<file path="src/rtl/sha1he_pkg.sv">
// Shared types and constants for the SHA-1 hash engine.
// Used by the schedule window, the round unit and the top level; no dependencies.
package sha1he_pkg;

   typedef logic [31:0] word_type;

   localparam int CHAIN_WORDS = 5;

   localparam word_type CHAIN_INIT [CHAIN_WORDS] = '{
      32'h67452301, 32'hefcdab89, 32'h98badcfe, 32'h10325476, 32'hc3d2e1f0
   };

   localparam word_type ROUND_K0 = 32'h5a827999;
   localparam word_type ROUND_K1 = 32'h6ed9eba1;
   localparam word_type ROUND_K2 = 32'h8f1bbcdc;
   localparam word_type ROUND_K3 = 32'hca62c1d6;

   localparam logic [7:0] PAD_MARK   = 8'h80;
   localparam logic [6:0] LAST_ROUND = 7'd79;

   // Controls for the round unit.
   typedef struct packed {
      logic       init;   // reload chaining words with the initial values
      logic       load;   // working variables take the chaining words
      logic       step;   // one compression round
      logic       fold;   // add working variables into the chaining words
      logic [6:0] round;
   } rnd_ctrl_type;

   // Controls for the message schedule window.
   typedef struct packed {
      logic       push;      // one buffer byte enters
      logic       word_end;  // that byte completes a big-endian word
      logic [7:0] data;
      logic       shift;     // advance the window by one round
   } sched_ctrl_type;

endpackage

</file>
<file path="src/rtl/sha1he_sched.sv">
// Block buffer and message schedule of the SHA-1 hash engine: a 16-word shift line.
// Depends on sha1he_pkg.
module sha1he_sched
   import sha1he_pkg::*;
(
   input  logic           clock,
   input  sched_ctrl_type ctrl,
   output word_type       w_cur
);

   logic [23:0] acc_ff;
   logic [23:0] acc_in;
   word_type    win_ff [16];
   word_type    win_in [16];
   word_type    mix;
   word_type    feed;

   assign mix  = win_ff[13] ^ win_ff[8] ^ win_ff[2] ^ win_ff[0];
   assign feed = ctrl.shift ? {mix[30:0], mix[31]} : {acc_ff, ctrl.data};

   always_comb begin
      acc_in = acc_ff;
      win_in = win_ff;
      if (ctrl.push) begin
         acc_in = {acc_ff[15:0], ctrl.data};
      end
      // A finished word or a new schedule word enters at the top.
      if ((ctrl.push && ctrl.word_end) || ctrl.shift) begin
         for (int i = 0; i < 15; i++) begin
            win_in[i] = win_ff[i + 1];
         end
         win_in[15] = feed;
      end
   end

   always_ff @(posedge clock) begin
      acc_ff <= acc_in;
      win_ff <= win_in;
   end

   assign w_cur = win_ff[0];

endmodule

</file>
<file path="src/rtl/sha1he_round.sv">
// Shared SHA-1 round unit with the working variables and the chaining words.
// Depends on sha1he_pkg.
module sha1he_round
   import sha1he_pkg::*;
(
   input  logic         clock,
   input  logic         reset,
   input  rnd_ctrl_type ctrl,
   input  word_type     w_cur,
   output word_type     chain_words [CHAIN_WORDS]
);

   word_type chain_ff [CHAIN_WORDS];
   word_type chain_in [CHAIN_WORDS];
   word_type a_ff, b_ff, c_ff, d_ff, e_ff;
   word_type a_in, b_in, c_in, d_in, e_in;
   word_type f_val;
   word_type k_val;
   word_type t_val;

   always_comb begin
      if (ctrl.round < 7'd20) begin
         f_val = (b_ff & c_ff) | (~b_ff & d_ff);
         k_val = ROUND_K0;
      end else if (ctrl.round < 7'd40) begin
         f_val = b_ff ^ c_ff ^ d_ff;
         k_val = ROUND_K1;
      end else if (ctrl.round < 7'd60) begin
         f_val = (b_ff & c_ff) | (b_ff & d_ff) | (c_ff & d_ff);
         k_val = ROUND_K2;
      end else begin
         f_val = b_ff ^ c_ff ^ d_ff;
         k_val = ROUND_K3;
      end
   end

   assign t_val = {a_ff[26:0], a_ff[31:27]} + f_val + e_ff + k_val + w_cur;

   always_comb begin
      a_in     = a_ff;
      b_in     = b_ff;
      c_in     = c_ff;
      d_in     = d_ff;
      e_in     = e_ff;
      chain_in = chain_ff;
      if (ctrl.load) begin
         a_in = chain_ff[0];
         b_in = chain_ff[1];
         c_in = chain_ff[2];
         d_in = chain_ff[3];
         e_in = chain_ff[4];
      end else if (ctrl.step) begin
         a_in = t_val;
         b_in = a_ff;
         c_in = {b_ff[1:0], b_ff[31:2]};
         d_in = c_ff;
         e_in = d_ff;
      end
      if (ctrl.init) begin
         chain_in = CHAIN_INIT;
      end else if (ctrl.fold) begin
         chain_in[0] = chain_ff[0] + a_ff;
         chain_in[1] = chain_ff[1] + b_ff;
         chain_in[2] = chain_ff[2] + c_ff;
         chain_in[3] = chain_ff[3] + d_ff;
         chain_in[4] = chain_ff[4] + e_ff;
      end
   end

   always_ff @(posedge clock) begin
      if (reset) begin
         chain_ff <= CHAIN_INIT;
      end else begin
         chain_ff <= chain_in;
      end
   end

   always_ff @(posedge clock) begin
      a_ff <= a_in;
      b_ff <= b_in;
      c_ff <= c_in;
      d_ff <= d_in;
      e_ff <= e_in;
   end

   assign chain_words = chain_ff;

endmodule

</file>
<file path="src/rtl/sha1_hash_engine.sv">
// SHA-1 hash engine. A message byte is taken whenever req_stall is low. Each 64th
// byte starts the compression: the 80 rounds of the single shared round unit, then
// a fold of the result into the chaining words, with req_stall high throughout. A
// request with last_byte set then writes the padding and length one byte per cycle
// through the same path, compresses one or two more blocks, and presents the digest
// as five words on the rsp channel, index 0 first; the engine takes no request until
// the fifth word is accepted, then starts the next message from the initial state.
// Depends on sha1he_pkg, sha1he_sched and sha1he_round.
module sha1_hash_engine
   import sha1he_pkg::*;
(
   input  logic        clock,
   input  logic        reset,
   input  logic        req_valid,
   output logic        req_stall,
   input  logic [7:0]  req_data_byte,
   input  logic        req_byte_valid,
   input  logic        req_last_byte,
   output logic        rsp_valid,
   input  logic        rsp_stall,
   output logic [31:0] rsp_digest_word,
   output logic [2:0]  rsp_word_index,
   output logic        rsp_digest_end
);

   localparam logic [2:0] ST_IDLE  = 3'd0;
   localparam logic [2:0] ST_ROUND = 3'd1;
   localparam logic [2:0] ST_FOLD  = 3'd2;
   localparam logic [2:0] ST_PAD   = 3'd3;
   localparam logic [2:0] ST_OUT   = 3'd4;

   logic [2:0]  state_ff, state_in;
   logic [60:0] count_ff, count_in;
   logic [5:0]  fill_ff, fill_in;
   logic [6:0]  round_ff, round_in;
   logic [2:0]  out_idx_ff, out_idx_in;
   logic        pend_last_ff, pend_last_in;
   logic        in_pad_ff, in_pad_in;
   logic        pad_first_ff, pad_first_in;
   logic        final_blk_ff, final_blk_in;

   logic [63:0]    len_bits;
   logic [7:0]     len_byte;
   rnd_ctrl_type   rctl;
   sched_ctrl_type sctl;
   word_type       w_cur;
   word_type       chain_words [CHAIN_WORDS];

   assign len_bits = {count_ff, 3'b000};
   assign len_byte = len_bits[{~fill_ff[2:0], 3'b000} +: 8];

   always_comb begin
      state_in     = state_ff;
      count_in     = count_ff;
      fill_in      = fill_ff;
      round_in     = round_ff;
      out_idx_in   = out_idx_ff;
      pend_last_in = pend_last_ff;
      in_pad_in    = in_pad_ff;
      pad_first_in = pad_first_ff;
      final_blk_in = final_blk_ff;
      rctl         = '0;
      rctl.round   = round_ff;
      sctl         = '0;
      sctl.data    = req_data_byte;
      sctl.word_end = (fill_ff[1:0] == 2'b11);

      unique case (state_ff)
         ST_IDLE: begin
            if (req_valid) begin
               if (req_byte_valid) begin
                  sctl.push = 1'b1;
                  count_in  = count_ff + 61'd1;
                  fill_in   = fill_ff + 6'd1;
               end
               if (req_byte_valid && (fill_ff == 6'd63)) begin
                  rctl.load    = 1'b1;
                  round_in     = '0;
                  pend_last_in = req_last_byte;
                  state_in     = ST_ROUND;
               end else if (req_last_byte) begin
                  in_pad_in    = 1'b1;
                  pad_first_in = 1'b1;
                  final_blk_in = 1'b0;
                  state_in     = ST_PAD;
               end
            end
         end
         ST_ROUND: begin
            rctl.step  = 1'b1;
            sctl.shift = 1'b1;
            round_in   = round_ff + 7'd1;
            if (round_ff == LAST_ROUND) begin
               state_in = ST_FOLD;
            end
         end
         ST_FOLD: begin
            rctl.fold = 1'b1;
            if (in_pad_ff) begin
               if (final_blk_ff) begin
                  out_idx_in = '0;
                  state_in   = ST_OUT;
               end else begin
                  // length did not fit: one more block of zeros and length
                  final_blk_in = 1'b1;
                  state_in     = ST_PAD;
               end
            end else if (pend_last_ff) begin
               in_pad_in    = 1'b1;
               pad_first_in = 1'b1;
               final_blk_in = 1'b0;
               state_in     = ST_PAD;
            end else begin
               state_in = ST_IDLE;
            end
         end
         ST_PAD: begin
            sctl.push = 1'b1;
            if (pad_first_ff) begin
               sctl.data = PAD_MARK;
            end else if (final_blk_ff && (fill_ff[5:3] == 3'b111)) begin
               sctl.data = len_byte;
            end else begin
               sctl.data = '0;
            end
            pad_first_in = 1'b0;
            if (pad_first_ff && (fill_ff[5:3] != 3'b111)) begin
               final_blk_in = 1'b1;
            end
            fill_in = fill_ff + 6'd1;
            if (fill_ff == 6'd63) begin
               rctl.load = 1'b1;
               round_in  = '0;
               state_in  = ST_ROUND;
            end
         end
         ST_OUT: begin
            if (!rsp_stall) begin
               if (out_idx_ff == 3'd4) begin
                  rctl.init    = 1'b1;
                  count_in     = '0;
                  fill_in      = '0;
                  in_pad_in    = 1'b0;
                  pend_last_in = 1'b0;
                  state_in     = ST_IDLE;
               end else begin
                  out_idx_in = out_idx_ff + 3'd1;
               end
            end
         end
         default: begin
            state_in = ST_IDLE;
         end
      endcase
   end

   always_ff @(posedge clock) begin
      if (reset) begin
         state_ff     <= ST_IDLE;
         count_ff     <= '0;
         fill_ff      <= '0;
         round_ff     <= '0;
         out_idx_ff   <= '0;
         pend_last_ff <= 1'b0;
         in_pad_ff    <= 1'b0;
         pad_first_ff <= 1'b0;
         final_blk_ff <= 1'b0;
      end else begin
         state_ff     <= state_in;
         count_ff     <= count_in;
         fill_ff      <= fill_in;
         round_ff     <= round_in;
         out_idx_ff   <= out_idx_in;
         pend_last_ff <= pend_last_in;
         in_pad_ff    <= in_pad_in;
         pad_first_ff <= pad_first_in;
         final_blk_ff <= final_blk_in;
      end
   end

   sha1he_sched u_sched (
      .clock (clock),
      .ctrl  (sctl),
      .w_cur (w_cur)
   );

   sha1he_round u_round (
      .clock       (clock),
      .reset       (reset),
      .ctrl        (rctl),
      .w_cur       (w_cur),
      .chain_words (chain_words)
   );

   assign req_stall       = (state_ff != ST_IDLE);
   assign rsp_valid       = (state_ff == ST_OUT);
   assign rsp_digest_word = chain_words[out_idx_ff];
   assign rsp_word_index  = out_idx_ff;
   assign rsp_digest_end  = (out_idx_ff == 3'd4);

endmodule

</file>
<file path="config.mk">
export PLATFORM = sky130hd
export DESIGN_NAME = sha1_hash_engine
export DESIGN_NICKNAME = d
export VERILOG_FILES = /design/src/rtl/sha1he_pkg.sv /design/src/rtl/sha1he_sched.sv /design/src/rtl/sha1he_round.sv /design/src/rtl/sha1_hash_engine.sv
export SDC_FILE = /design/constraint.sdc
export NUM_CORES = 2
export LEC_CHECK = 0
export BUFFER_PORTS_ARGS = -buffer_cell sky130_fd_sc_hd__buf_4
export CORE_AREA = 2 2 311 313
export CTS_CLUSTER_DIAMETER = 40
export DETAILED_ROUTE_END_ITERATION = 16
export DIE_AREA = 0 0 313 315
export PLACE_DENSITY = 0.77
export SKIP_CTS_REPAIR_TIMING = 1
export SLEW_MARGIN = 5
export SYNTH_ARGS = -nofsm -noshare
export SYNTH_HDL_FRONTEND = slang
export SYNTH_SLANG_ARGS = --single-unit
export TNS_END_PERCENT = 20
</file>
<file path="constraint.sdc">
create_clock -name clock -period 26.2 [get_ports clock]
set_clock_uncertainty 0.1 [all_clocks]
set_input_delay 5.24 -clock clock [delete_from_list [all_inputs] [get_ports clock]]
set_output_delay 5.24 -clock clock [all_outputs]
set_load 0.01 [all_outputs]
</file>
==> out/summary.log <==
[logic_synthesis] fraction of the mapped netlist area in simple logic gates 11.35%
[placed_design] GP Congestion 0.9538
[timing] setup_tns 0 ps
[setup_path] CP Buf/Inv Count 1
[clock_tree] total clock buffers created by CTS 131
[global_route] number of antenna violations at the first check in global routing 2
[worst_hold_path] worst min path class reg -> reg
[job] max-cap violation count 0
[placed_design] Post-DP HPWL 79550 um
[timing] final critical-path required period 8864 ps
[setup_path] Worst Setup End Kind primary output
[timing] number of pins exceeding their max-slew limit in the final report 0
[clock_tree] clock-pin slew reported for the worst setup and hold paths after clock tree synthesis 60 ps
[detailed_routing] total wire length after detailed routing 119500 um
[global_route] global route total overflow 0
[global_route] global routing usage summed across all routing layers 24.12%
[timing] achievable clock frequency 0.1128 GHz
[setup_path] critical-path cell with the highest stage delay sky130_fd_sc_hd__dfxtp_2
[placed_design] count of port buffers added during placement 51
[floorplanning] top-level port count 52
[logic_synthesis] xor and xnor area share after synthesis 5.962%
[logic_synthesis] share of synthesized cell area in full adder, half adder and majority cells 10.46%
[logic_synthesis] Gate Count Post-Synth 4181
[logic_synthesis] complex-gate fraction of the synthesized area 11.32%
[setup_path] top fanout value on the critical path 36
[logic_synthesis] multiplexer share of the synthesized area 3.034%
[floorplanning] Die Span X 313 um
[timing] count of final hold-check violations 0
[detailed_routing] detailed-route vias per instance 5.817
[setup_path] kind of launch point of the worst setup path flop
[logic_synthesis] Synth Net Count 4519
[clock_tree] CTS root buffer sky130_fd_sc_hd__clkbuf_16
[finish] FF/Latch Area 25790 sq um
[setup_path] critical path, cell by cell and3_2, nand2_1, o21ai_0, buf_4
[logic_synthesis] synthesis-stage register bit count 940
[logic_synthesis] Cell variety after synth 86
[setup_path] worst setup path start rsp_word_index[2]$_SDFFE_PP0P_
[floorplanning] placeable core area 95710 sq um
[timing] worst relative slew slack 24.99%
[setup_path] cell family with most CP delay simple AND/OR/NAND/NOR gates
[detailed_routing] total vias in the final route 32770
[finish] number of standard cells in the final layout excluding fillers 5633
[setup_path] max incr delay on CP 1050 ps
[logic_synthesis] sequential cell area fraction in the yosys report 54.51%
[logic_synthesis] async set-reset flop share out of synthesis 0%
[global_route] wire length of the first global-routing pass 183000 um
[logic_synthesis] cell type with the highest aggregate area in the netlist sky130_fd_sc_hd__edfxtp_1
[logic_synthesis] combined area of all synthesized cells 47310 sq um
[logic_synthesis] area fraction of the dominant cell type after synthesis 44.18%
[setup_path] CP arrival 3520 ps
[floorplanning] effective utilization at floorplan 49.43%
[clock_tree] CTS tree built
[setup_path] required time worst endpoint 20860 ps
[logic_synthesis] top cells by area in the synthesized netlist sky130_fd_sc_hd__edfxtp_1, sky130_fd_sc_hd__dfxtp_1, sky130_fd_sc_hd__nand2_1, sky130_fd_sc_hd__ha_1, sky130_fd_sc_hd__fa_1
[placed_design] number of placed instances, taps included 5392
[floorplanning] Core Rows 114
[detailed_routing] ANT nets after route 0
[clock_tree] clock latency on the worst-skew pair 760 ps
[finish] filler cell count 7598
[timing] RSZ-0062 raised after global routing false
[setup_path] launch point of the worst reg-to-reg path round_ff[5]$_SDFFE_PP0P_
[floorplanning] height of the die 315 um
[worst_hold_path] HP Start u_sched.win_ff[203]$_DFFE_PP_
[logic_synthesis] mean instance size in the synthesized netlist 11.31 sq um
[clock_tree] total number of clock tree sinks 940
[logic_synthesis] most repeated cell in the gate-level netlist after synthesis sky130_fd_sc_hd__edfxtp_1
[finish] post-layout instance area 53430 sq um
[detailed_routing] Routed wire per std cell 21.21 um
[detailed_routing] TritonRoute pass-1 iters 6
[timing] Final setup viols 0
[status] result of the run completed
[logic_synthesis] synth cell count leaders sky130_fd_sc_hd__edfxtp_1, sky130_fd_sc_hd__nand2_1, sky130_fd_sc_hd__inv_1, sky130_fd_sc_hd__a21oi_1, sky130_fd_sc_hd__dfxtp_1
[finish] synth-to-layout area growth 12.95%
[logic_synthesis] warnings from Yosys 0
[placed_design] placed standard-cell area 49020 sq um
[logic_synthesis] number of enable-type register cells in the synthesized netlist 696
[setup_path] WS Path Type reg -> out
[clock_tree] clock buffer depth 3
[detailed_routing] violation count after the first detailed-route iteration 3997
[global_route] maximum number of pins on one net before global-route repair 97
[timing] worst-margin pin slew 1125 ps
[detailed_routing] DRC errors left 0
[clock_tree] depth of the CTS H-tree 4
[logic_synthesis] prevailing post-synth register cell sky130_fd_sc_hd__edfxtp_1
[finish] diode count 0
[global_route] vias in the first global route 31210
[floorplanning] overall die area 98600 sq um
[finish] fraction of layout instances using a drive strength above 1 8.699%
[finish] combined area of the multi-input logic cells 19980 sq um
[logic_synthesis] combinational family with the most area after synthesis simple AND/OR/NAND/NOR gates
[finish] NumNets Final 4587
[timing] final worst path period share 33.83%
-- cells by family (layout without fill, tap and decap cells) --
logic type,count (synthesis),in the layout
AOI/OAI and AO/OA,862,862
xor gates and xnor gates,322,322
adders and majority gates,324,324
buffers and inverters,419,595
DFF,940,940
muxes,87,87
and+or+nand+nor,1227,1227
-- cells in the final DEF (no fill, tap or decap), types with 37 or more instances in the layout --
cell and n:
sky130_fd_sc_hd__nand2_1 682, sky130_fd_sc_hd__ha_1 205, sky130_fd_sc_hd__clkbuf_16 132, sky130_fd_sc_hd__nand3_1 68, sky130_fd_sc_hd__a21o_1 96, sky130_fd_sc_hd__o21ai_0 230
sky130_fd_sc_hd__mux2i_1 41, sky130_fd_sc_hd__o211ai_1 43, sky130_fd_sc_hd__xnor2_1 211, sky130_fd_sc_hd__a21oi_1 258, sky130_fd_sc_hd__nand2b_1 37, sky130_fd_sc_hd__xor2_1 111
sky130_fd_sc_hd__nor3_1 47, sky130_fd_sc_hd__nor2_1 222, sky130_fd_sc_hd__mux4_2 45, sky130_fd_sc_hd__buf_4 88, sky130_fd_sc_hd__edfxtp_1 696, sky130_fd_sc_hd__inv_1 263
sky130_fd_sc_hd__fa_1 119, sky130_fd_sc_hd__dfxtp_1 241
-- per-stage QoR --
step	worst slack, ps	hold WS (ps)	utilization (%)
after floorplan	7812	300.3	-
after global placement	16830	300.3	51.22
after detailed placement	16760	304.5	51.22
after CTS	17350	303.2	55.83
after global routing	17170	309.7	55.83
final	17340	297.8	55.83
-- sequential cells by signal (all words and copies together) (netlist names), 3 cells and up --
signal and count:
u_sched.win_ff 480, u_round.chain_words 160, count_ff 61, u_round.a_ff 32, u_round.b_ff 32, u_round.c_ff 32
u_round.d_ff 32, u_round.e_ff 32, u_sched.w_cur 32, u_sched.acc_ff 24, round_ff 7, fill_ff 6
rsp_word_index 3, state_ff 3
-- worst register-to-register path: stages, from the launching register on --
cell                       delay, ps
sky130_fd_sc_hd__dfxtp_1         380
sky130_fd_sc_hd__a41oi_1         240
sky130_fd_sc_hd__buf_4           240
sky130_fd_sc_hd__nand2_1          70
sky130_fd_sc_hd__buf_4           290
sky130_fd_sc_hd__inv_2           600
sky130_fd_sc_hd__nor2_2          110
sky130_fd_sc_hd__buf_4           300
sky130_fd_sc_hd__inv_2           590
sky130_fd_sc_hd__o221ai_1        410
sky130_fd_sc_hd__fa_1            570
sky130_fd_sc_hd__inv_1            60
sky130_fd_sc_hd__fa_1            510
sky130_fd_sc_hd__inv_1            70
sky130_fd_sc_hd__fa_1            520
sky130_fd_sc_hd__inv_1            40
sky130_fd_sc_hd__ha_1            370
sky130_fd_sc_hd__a21o_1          200
sky130_fd_sc_hd__a211oi_1        340
sky130_fd_sc_hd__o21ai_0         150
sky130_fd_sc_hd__a31oi_1         290
sky130_fd_sc_hd__o31ai_1         190
sky130_fd_sc_hd__o31a_1          330
sky130_fd_sc_hd__a211oi_1        280
sky130_fd_sc_hd__o41ai_1         140
sky130_fd_sc_hd__xnor2_1         270
sky130_fd_sc_hd__o21ai_0         170
-- area by class of cell --
cell class | instances | share of cell area (%)
tap | 1276 | 2.988
timing repair buffer | 88 | 1.236
multi-input combinational | 2822 | 37.40
sequential | 940 | 48.27
clock inverter | 73 | 1.660
clock buffer | 168 | 6.585
inverter | 266 | 1.869
-- routing by layer --
layer  GRT usage [%]  share of wire (%)  vias up
li1                -                  -    15020
met1           33.73                 42    15830
met2           36.09                 44     1592
met3           4.559                8.8      326
met4           12.18                5.2        0
met5               0                  0        -
-- worst paths after layout --
| path | slack [ps] | to | cells past startpoint |
|---|---|---|---|
| worst min-delay path | 300 | u_sched.win_ff[235]$_DFFE_PP_ | 0 |
| worst max-delay path | 17340 | rsp_digest_word[30] | 4 |
| worst max register to register | 18090 | u_round.a_ff[30]$_DFFE_PP_ | 26 |
| worst min register to register | 300 | u_sched.win_ff[235]$_DFFE_PP_ | 0 |
Power is left out: the tool's default activity adds up to more than one toggle a clock period on the data nets, which glitch-free logic cannot reach.
